[src/rtl/phc_pkg.sv]
// shared types and constants for the point to hex cell lookup
package phc_pkg;

  localparam int unsigned MaxBoard  = 16;
  localparam int unsigned BoardW    = 5;
  localparam int unsigned CoordW    = 16;
  localparam int unsigned LenW      = 12;
  localparam int unsigned RecipW    = 24;
  localparam int unsigned CellW     = 4;
  localparam int unsigned CfgIdxW   = 3;
  localparam int unsigned CfgDataW  = 24;
  localparam int unsigned BoundXW   = 18;
  localparam int unsigned BoundYW   = 19;

  localparam logic [CfgIdxW-1:0] RegBoardSize    = 3'd0;
  localparam logic [CfgIdxW-1:0] RegOriginX      = 3'd1;
  localparam logic [CfgIdxW-1:0] RegOriginY      = 3'd2;
  localparam logic [CfgIdxW-1:0] RegSideLength   = 3'd3;
  localparam logic [CfgIdxW-1:0] RegHalfWidth    = 3'd4;
  localparam logic [CfgIdxW-1:0] RegInvHalfWidth = 3'd5;
  localparam logic [CfgIdxW-1:0] RegInvRowPitch  = 3'd6;

  typedef struct packed {
    logic [BoardW-1:0]  board_n;
    logic [CoordW-1:0]  origin_x;
    logic [CoordW-1:0]  origin_y;
    logic [LenW-1:0]    side_length;
    logic [LenW-1:0]    half_width;
    logic [RecipW-1:0]  inv_half_width;
    logic [RecipW-1:0]  inv_row_pitch;
    logic [BoundXW-1:0] bound_x;
    logic [BoundYW-1:0] bound_y2;
  } cfg_t;

  typedef struct packed {
    logic [CellW-1:0] cell_row;
    logic [CellW-1:0] cell_col;
    logic             off_board;
  } result_t;

endpackage

[src/rtl/phc_cfg.sv]
// configuration registers and registered bounding box limits
module phc_cfg import phc_pkg::*; (
  input  logic                clk_i,
  input  logic                rst_ni,
  input  logic                cfg_we_i,
  input  logic [CfgIdxW-1:0]  cfg_index_i,
  input  logic [CfgDataW-1:0] cfg_data_i,
  output cfg_t                cfg_o
);

  logic [BoardW-1:0]  board_size_q;
  logic [CoordW-1:0]  origin_x_q;
  logic [CoordW-1:0]  origin_y_q;
  logic [LenW-1:0]    side_length_q;
  logic [LenW-1:0]    half_width_q;
  logic [RecipW-1:0]  inv_half_width_q;
  logic [RecipW-1:0]  inv_row_pitch_q;
  logic [BoundXW-1:0] bound_x_q, bound_x_d;
  logic [BoundYW-1:0] bound_y2_q, bound_y2_d;
  logic [BoardW-1:0]  board_n;
  logic [6:0]         three_n;

  always_ff @(posedge clk_i or negedge rst_ni) begin
    if (!rst_ni) begin
      board_size_q     <= BoardW'(11);
      origin_x_q       <= '0;
      origin_y_q       <= '0;
      side_length_q    <= LenW'(256);
      half_width_q     <= LenW'(222);
      inv_half_width_q <= RecipW'(75674);
      inv_row_pitch_q  <= RecipW'(43690);
    end else if (cfg_we_i) begin
      unique case (cfg_index_i)
        RegBoardSize:    board_size_q     <= cfg_data_i[BoardW-1:0];
        RegOriginX:      origin_x_q       <= cfg_data_i[CoordW-1:0];
        RegOriginY:      origin_y_q       <= cfg_data_i[CoordW-1:0];
        RegSideLength:   side_length_q    <= cfg_data_i[LenW-1:0];
        RegHalfWidth:    half_width_q     <= cfg_data_i[LenW-1:0];
        RegInvHalfWidth: inv_half_width_q <= cfg_data_i[RecipW-1:0];
        RegInvRowPitch:  inv_row_pitch_q  <= cfg_data_i[RecipW-1:0];
        default: ;
      endcase
    end
  end

  // board size clamped to the largest board
  assign board_n = (board_size_q > BoardW'(MaxBoard)) ? BoardW'(MaxBoard) : board_size_q;
  assign three_n = 7'({2'b0, board_n} * 7'd3);

  // x limit (3n-1)*h + x0, y limit doubled (3n+1)*s + 2*y0
  assign bound_x_d  = BoundXW'(7'(three_n - 7'd1) * {6'b0, half_width_q})
                    + BoundXW'(origin_x_q);
  assign bound_y2_d = BoundYW'(7'(three_n + 7'd1) * {7'b0, side_length_q})
                    + BoundYW'({origin_y_q, 1'b0});

  always_ff @(posedge clk_i or negedge rst_ni) begin
    if (!rst_ni) begin
      bound_x_q  <= '0;
      bound_y2_q <= '0;
    end else begin
      bound_x_q  <= bound_x_d;
      bound_y2_q <= bound_y2_d;
    end
  end

  assign cfg_o.board_n        = board_n;
  assign cfg_o.origin_x       = origin_x_q;
  assign cfg_o.origin_y       = origin_y_q;
  assign cfg_o.side_length    = side_length_q;
  assign cfg_o.half_width     = half_width_q;
  assign cfg_o.inv_half_width = inv_half_width_q;
  assign cfg_o.inv_row_pitch  = inv_row_pitch_q;
  assign cfg_o.bound_x        = bound_x_q;
  assign cfg_o.bound_y2       = bound_y2_q;

endmodule

[src/rtl/phc_locate.sv]
// box test, reciprocal scaling, lattice floor and centre selection
module phc_locate import phc_pkg::*; (
  input  cfg_t              cfg_i,
  input  logic [CoordW-1:0] point_x_i,
  input  logic [CoordW-1:0] point_y_i,
  output result_t           result_o
);

  logic               out_box;
  logic signed [17:0] dx, dy;
  logic signed [42:0] prod_x, prod_y;
  logic signed [18:0] xc, yc;
  logic [15:0]        fx, fy;
  logic [18:0]        fy3;
  logic [18:0]        sum_even;
  logic               pick_low;
  logic signed [19:0] xh, yh;
  logic signed [20:0] diff;
  logic signed [20:0] col;
  logic signed [20:0] n_ext;
  logic               in_cells;

  assign out_box = (cfg_i.board_n == '0)
                 || (point_x_i < cfg_i.origin_x)
                 || (BoundXW'(point_x_i) > cfg_i.bound_x)
                 || (point_y_i < cfg_i.origin_y)
                 || (BoundYW'({point_y_i, 1'b0}) > cfg_i.bound_y2);

  assign dx = $signed({2'b0, point_x_i}) - $signed({2'b0, cfg_i.origin_x})
            - $signed({6'b0, cfg_i.half_width});
  assign dy = $signed({2'b0, point_y_i}) - $signed({2'b0, cfg_i.origin_y})
            - $signed({6'b0, cfg_i.side_length});

  assign prod_x = dx * $signed({1'b0, cfg_i.inv_half_width});
  assign prod_y = dy * $signed({1'b0, cfg_i.inv_row_pitch});

  // drop 8 bits, then split integer and 16-bit fraction
  assign xc = prod_x[42:24];
  assign yc = prod_y[42:24];
  assign fx = prod_x[23:8];
  assign fy = prod_y[23:8];

  assign fy3      = {3'b0, fy} + {2'b0, fy, 1'b0};
  assign sum_even = fy3 + {3'b0, fx};

  always_comb begin
    if ((xc[0] ^ yc[0]) == 1'b0) begin
      pick_low = sum_even < 19'h20000;
      xh = pick_low ? 20'(xc) : 20'(xc) + 20'sd1;
      yh = pick_low ? 20'(yc) : 20'(yc) + 20'sd1;
    end else begin
      pick_low = fy3 < ({3'b0, fx} + 19'h10000);
      xh = pick_low ? 20'(xc) + 20'sd1 : 20'(xc);
      yh = pick_low ? 20'(yc) : 20'(yc) + 20'sd1;
    end
  end

  // column halves the difference, rounding toward zero
  assign diff  = 21'(xh) - 21'(yh);
  assign col   = diff[20] ? ((diff + 21'sd1) >>> 1) : (diff >>> 1);
  assign n_ext = $signed({16'b0, cfg_i.board_n});

  assign in_cells = !yh[19] && (21'(yh) < n_ext) && !col[20] && (col < n_ext);

  always_comb begin
    result_o = '0;
    result_o.off_board = 1'b1;
    if (!out_box && in_cells) begin
      result_o.cell_row  = cfg_i.board_n[CellW-1:0] - CellW'(1) - yh[CellW-1:0];
      result_o.cell_col  = col[CellW-1:0];
      result_o.off_board = 1'b0;
    end
  end

endmodule

[src/rtl/point_to_hex_cell.sv]
// top level: point stream in, hex cell stream out
// One point per clock while the output is not stalled. A point accepted on
// s_axis is registered, mapped by combinational logic (box test, one 18x25
// multiply per axis, floor and centre pick) and its cell is captured in the
// output register that drives m_axis_tvalid. A stalled output beat holds the
// point in the input register and drops s_axis_tready.
// The bounding box limits are registered from the configuration, so after a
// configuration write they lag the other configuration fields.
module point_to_hex_cell import phc_pkg::*; (
  input  logic                clk_i,
  input  logic                rst_ni,
  input  logic                cfg_we_i,
  input  logic [CfgIdxW-1:0]  cfg_index_i,
  input  logic [CfgDataW-1:0] cfg_data_i,
  input  logic                s_axis_tvalid,
  output logic                s_axis_tready,
  input  logic [31:0]         s_axis_tdata,   // point_x, point_y
  output logic                m_axis_tvalid,
  input  logic                m_axis_tready,
  output logic [7:0]          m_axis_tdata,   // cell_row, cell_col
  output logic                m_axis_tuser    // off_board
);

  cfg_t              cfg;
  result_t           result;
  logic              in_valid_q;
  logic [CoordW-1:0] point_x_q, point_y_q;
  logic              out_valid_q;
  result_t           result_q;
  logic              out_free;

  phc_cfg u_cfg (
    .clk_i       (clk_i),
    .rst_ni      (rst_ni),
    .cfg_we_i    (cfg_we_i),
    .cfg_index_i (cfg_index_i),
    .cfg_data_i  (cfg_data_i),
    .cfg_o       (cfg)
  );

  assign out_free      = !out_valid_q || m_axis_tready;
  assign s_axis_tready = !in_valid_q || out_free;

  always_ff @(posedge clk_i or negedge rst_ni) begin
    if (!rst_ni) begin
      in_valid_q <= 1'b0;
    end else if (s_axis_tready) begin
      in_valid_q <= s_axis_tvalid;
    end
  end

  always_ff @(posedge clk_i) begin
    if (s_axis_tready && s_axis_tvalid) begin
      point_x_q <= s_axis_tdata[15:0];
      point_y_q <= s_axis_tdata[31:16];
    end
  end

  phc_locate u_locate (
    .cfg_i     (cfg),
    .point_x_i (point_x_q),
    .point_y_i (point_y_q),
    .result_o  (result)
  );

  always_ff @(posedge clk_i or negedge rst_ni) begin
    if (!rst_ni) begin
      out_valid_q <= 1'b0;
    end else if (out_free) begin
      out_valid_q <= in_valid_q;
    end
  end

  always_ff @(posedge clk_i) begin
    if (out_free && in_valid_q) begin
      result_q <= result;
    end
  end

  assign m_axis_tvalid = out_valid_q;
  assign m_axis_tdata  = {result_q.cell_col, result_q.cell_row};
  assign m_axis_tuser  = result_q.off_board;

endmodule
[config.mk]
export PLATFORM = sky130hd
export DESIGN_NAME = point_to_hex_cell
export DESIGN_NICKNAME = d
export VERILOG_FILES = /design/src/rtl/phc_pkg.sv /design/src/rtl/phc_cfg.sv /design/src/rtl/phc_locate.sv /design/src/rtl/point_to_hex_cell.sv
export SDC_FILE = /design/constraint.sdc
export NUM_CORES = 2
export LEC_CHECK = 0
export ABC_AREA = 1
export BUFFER_PORTS_ARGS = -buffer_cell sky130_fd_sc_hd__buf_4
export CAP_MARGIN = 20
export CELL_PAD_IN_SITES_DETAIL_PLACEMENT = 1
export CELL_PAD_IN_SITES_GLOBAL_PLACEMENT = 2
export CORE_MARGIN = 10
export CORE_UTILIZATION = 41
export DETAILED_ROUTE_END_ITERATION = 7
export PLACE_DENSITY_LB_ADDON = 0.1
export SLEW_MARGIN = 20
export SYNTH_ARGS = -nofsm -noshare
export SYNTH_HDL_FRONTEND = slang
export SYNTH_SLANG_ARGS = --single-unit
export TNS_END_PERCENT = 1
[constraint.sdc]
create_clock -name clk_i -period 16.25 [get_ports clk_i]
set_input_delay 1.625 -clock clk_i [delete_from_list [all_inputs] [get_ports clk_i]]
set_output_delay 1.625 -clock clk_i [all_outputs]
set_load 0.01 [all_outputs]
# [Word-level counts from Yosys, hierarchy flattened]
# Index checks and enable logic that the tools add are counted.
[totals] ramBits=0 reg_bits=189 mem_bits_ro=0 memories=0 out_inout_bits=11 latchBits=0 in_bits=64
[op_classes] addsub=17 n_bitwise=1 n_lt_le_gt_ge=9 n_shift=0 multipliers=5 mux=9 n_reduce_logical=26 eq_ne=6 div_mod_pow=0
[op_table] cell="2-to-1 mux 20 bit" count=6
[op_table] cell="multiplier 18 x 25 -> 43 bit" count=2
[op_table] cell="adder 19 x 2 -> 20 bit (second input constant)" count=2
[op_table] cell="subtractor 17 x 13 -> 18 bit" count=2
[op_table] cell="subtractor 16 x 16 -> 17 bit" count=2
[op_table] cell="< comparator 16 bit" count=2
[op_table] cell="adder 21 x 2 -> 21 bit (second input constant)" count=1
[op_table] cell="< comparator 21 x 6 -> 1 bit" count=1
[op_table] cell="2-to-1 mux 21 bit" count=1
[op_table] cell="subtractor 20 x 20 -> 21 bit" count=1
[op_table] cell="< comparator 20 x 6 -> 1 bit" count=1
[op_table] cell="adder 19 x 16 -> 19 bit" count=1
[op_table] cell="adder 19 x 17 -> 19 bit" count=1
[op_table] cell="> comparator 17 x 19 -> 1 bit" count=1
[op_table] cell="< comparator 19 x 18 -> 1 bit (second input constant)" count=1
[op_table] cell="< comparator 19 bit" count=1
[op_table] cell="multiplier 7 x 12 -> 19 bit" count=1
[op_table] cell="adder 16 x 17 -> 18 bit" count=1
[op_table] cell="adder 16 x 17 -> 18 bit (second input constant)" count=1
[op_table] cell="adder 18 x 16 -> 18 bit" count=1
[op_table] cell="> comparator 16 x 18 -> 1 bit" count=1
[op_table] cell="multiplier 7 x 12 -> 18 bit" count=1
[op_table] cell="AND reduction 2 bit" count=7
[op_table] cell="equality test 3 bit (second input constant)" count=3
[op_table] cell="other kinds (16)" count=31

# [Depth between registers and ports, before layout]
[logic_depth] depth_word=16 ltp_mapped=101 mapped_depth_nobuf=100

# [By module]
# Synthesis repeated with hierarchy kept, for this count alone.
[unflattened] hier_cells=6284 hier_area_um2=48888.1
[modules_own_cells] module="phc_locate" area_per_inst_um2=36296.1 n_inst=1 cells_each=4953
[modules_own_cells] module="phc_cfg" area_per_inst_um2=11265.8 n_inst=1 cells_each=1278
[modules_own_cells] module="point_to_hex_cell" area_per_inst_um2=1326.3 n_inst=1 cells_each=53

# [Worst setup path after synthesis]
# No wires, ideal clock.
[synth_timing] kind="register -> register" from="register u_cfg.origin_y_q[0]" to="register result_q (netlist bit m_axis_tuser), data pin" t_arrival_ps=14273 setup_slack_ps=1717 n_path_buf=2 required_ps=15991 stages_incl_launch_ff=95 period_less_slack_ps=14533 cell_sequence="dfrtp_1 ha_1 fa_1 nand3b_1 and2_1 nor2_1 o21ai_0 nand2_1 a21oi_1 o21bai_1 xor2_1 inv_1 ha_1 inv_1 or2_2 nand2_1 a21oi_1 inv_1 [... 59 more ...] xor2_1 inv_1 ha_1 nand2_1 nor2_1 nor2_1 nand3_1 nor3_1 nand2_1 nor2_1 nand4_1 nor3_1 nand2_1 nor2_1 nand2_1 nor2_2 nand3_4 or2_1"
[synth_rtl] element="start: declaration" line_no="phc_cfg.sv:13" text="logic [CoordW-1:0] origin_y_q;"
[synth_rtl] element="start signal: assignment" line_no="phc_cfg.sv:36" text="RegOriginY: origin_y_q <= cfg_data_i[CoordW-1:0];"
[synth_rtl] element="end signal: assignment" line_no="point_to_hex_cell.sv:76" text="result_q <= result;"
[synth_rtl] element="end: declaration" line_no="point_to_hex_cell.sv:29" text="result_t result_q;"

==> run metrics <==
first-pass GRT wire length roughly 260000 um; CTS Buffer Depth 2; crit share post-route 0.9487; initial antenna violation count 9; Hold Crit Class reg2reg; Core Area between 0.1 and 0.15 mm^2; # IOs 75; initial DRC count between 2000 and 2500; synth top area cells fa_1 35%, ha_1 14%, inv_1 11%; mapped cell area 0.04790 mm^2; Worst Skew between 0.015 and 0.02 ns; number of fillers in the final layout roughly 14000; Req. time, crit path 16.52 ns; Post-DP Area 0.05059 mm^2; most frequent CP cell nand2_1; Final setup viols 0; Tmin final 15.42 ns; WL per Instance between 20 and 25 um; Fmax between 60 and 70 MHz; most area-hungry cell type in the Yosys netlist fa_1; final WL 163400 um; CP top delay family simple AND/OR/NAND/NOR gates; worst-skew pair later-pin latency 0.51 ns; Util after Layout 0.4501; clk sinks 189; ratio of cells with drive above 1 in the final layout 0.08120; num rows approximately 130; Post-Syn Instances 6067; largest net degree at the start of global routing 55; CTS tree done; clock slew at reported path FFs about 0.08 ns; endpoints failing hold 0; hold_ws ~0.5 ns; Crit Path Category reg2reg; H-tree level count 4; Die Y between 300 and 400 um; Synth Net Count between 7000 and 8000; Num CTS Buffers 17; number of flops mapped to enable cells by yosys 41; die area 0.1309 mm^2; maxcap violations 0; grt total ovfl 0; Nets 7582; routability cong. 0.9021; post-synth cell types 61; ys async rst share 0.7831; maximum fanout along the worst path 14; port buffer count 74; Max-slew headroom 0.2690; routed vias/inst around 5; Pre-antenna DRT Iters 5; Detailed Place HPWL between 100000 and 150000 um; sequential area share after synthesis 0.1037; Vias between 30000 and 40000; CP arrival roughly 16 ns; CTS Hold Bufs 0; crit end category register; DRC viols 0; WP buf/inv 10; Design Area, Final around 0.052 mm^2; Seq cells post-synth 189; Max Slew Vio Count 0; CTS root buffer clkbuf_16; yosys warns 0; total track usage 0.2537; post-synth top area share 0.3506; Avg Inst Size Synth a little under 8 um^2; vias in the first global route around 43000; status complete, no violations; Starting Density 0.4128; Slowest-stage cell, CP fa_1; Slew @ Worst Pin roughly 1.1 ns; CP max stage delay between 0.5 and 0.6 ns; P&R area growth vs syn 9.056%; crit path launch type register; antenna-violating nets left 0; Chip Width between 300 and 400 um; Most used DFF post-synth dfrtp_1
## per-stage QoR
stage               setup WS [ns]  setup TNS [ns]  std cells
global placement           0.3380               0       7619
floorplan                   1.717               0       6067
finish                     0.8342               0       7696
detailed placement      -0.001975       -0.001975       7619
CTS                     0.0008047               0       7651
global route              -0.1824         -0.7087       7695
## cells in the final DEF, fill, tap and decap left out, types with 14 or more instances in the layout
cell	Yosys	layout
nor3_1	47	34
xor2_1	128	118
nand3_1	122	122
dfstp_2	27	27
ha_4	0	16
ha_1	522	498
a21o_1	21	21
fa_1	839	837
a21oi_1	231	214
dfrtp_1	121	121
nand2_2	25	39
nor2_1	561	554
nor3_2	3	14
inv_1	1460	1455
nand4_1	38	38
clkbuf_16	0	17
buf_4	0	210
a21oi_2	2	15
edfxtp_1	41	41
xnor2_1	48	43
o21bai_1	21	20
nor2_2	13	18
o21ai_0	210	192
or2_2	24	24
nand2_1	1280	1263
## flip-flops by register name (all words and copies together) (netlist names)
register / cells
m_axis_tvalid: 1
u_cfg.side_length_q: 12
point_x_q: 16
u_cfg.half_width_q: 12
u_cfg.inv_half_width_q: 24
u_cfg.origin_y_q: 16
u_cfg.bound_y2_q: 19
u_cfg.board_size_q: 5
point_y_q: 16
in_valid_q: 1
m_axis_tdata: 8
u_cfg.bound_x_q: 18
u_cfg.inv_row_pitch_q: 24
m_axis_tuser: 1
u_cfg.origin_x_q: 16
## cell usage after synthesis (6+ instances only)
cell type and count:
a21o_1 21, a21oi_1 231, a31oi_1 13, clkbuf_1 143
clkinv_1 12, dfrtp_1 121, dfstp_2 27, edfxtp_1 41
fa_1 839, ha_1 522, inv_1 1460, inv_2 7
nand2_1 1280, nand2_2 25, nand3_1 122, nand3_2 6
nand3b_1 10, nand4_1 38, nor2_1 561, nor2_2 13
nor3_1 47, nor4_1 8, o211ai_1 10, o21a_1 11
o21ai_0 210, o21bai_1 21, o31ai_1 8, or2_2 24
xnor2_1 48, xor2_1 128
## final timing paths
check / cells past startpoint / startpoint / endpoint / slack (ns)
max reg2reg: 80 / point_y_q[0] / m_axis_tuser / 0.83
min in group asynchronous: 1 / rst_ni / u_cfg.bound_y2_q[17] / 1.04
max in group asynchronous: 3 / rst_ni / u_cfg.inv_half_width_q[17] / 13.32
max: 80 / point_y_q[0] / m_axis_tuser / 0.83
min reg2reg: 2 / in_valid_q / m_axis_tvalid / 0.49
min: 2 / in_valid_q / m_axis_tvalid / 0.49
## cell type report
type | instances | area [um^2] | area share
clock buffer | 18 | 429.2 | 0.008215
sequential | 189 | 4969 | 0.09511
timing repair buffer | 218 | 1673 | 0.03202
multi-input combinational | 4251 | 37550 | 0.7187
timing repair inverter | 1 | 5.005 | 0.00009581
clock inverter | 14 | 131.4 | 0.002515
tap | 1524 | 1907 | 0.03650
antenna | 2 | 5.005 | 0.00009581
inverter | 1479 | 5574 | 0.1067
## what timing repair did
item                       4_1_cts  5_1_grt
pin swaps                        1       51
setup buffers                    0       41
resized for setup                4      161
setup endpoints to repair        1        9
cloned                           0        2
## worst min-delay path, stage by stage (launching register included)
cell	delay [ns]
dfrtp_1	0.35
inv_1	0.05
nand2_1	0.06
## metal layers
layer	track usage	part of all wire	vias to the layer above
met2	0.4159	0.46	787
met3	0.03337	0.048	190
met4	0.07855	0.032	0
met1	0.3466	0.46	20020
li1	-	-	18300
met5	0	0	-
## cell families (layout without fill, tap and decap cells)
group | after synthesis | count (layout) | synth area share
AND/OR/NAND/NOR | 2162 | 2162 | 0.1848
adder cells (fa/ha/maj) | 1361 | 1361 | 0.4870
buffers and inverters | 1627 | 1730 | 0.1278
flip-flops | 189 | 189 | 0.1037
AO/OA/AOI/OAI | 549 | 549 | 0.06363
other | 0 | 2 | 0
XOR/XNOR | 178 | 178 | 0.03286
multiplexers | 1 | 1 | 0.0002090
Power is left out: the tool's default activity adds up to more than one toggle a clock period on the data nets, which glitch-free logic cannot reach.
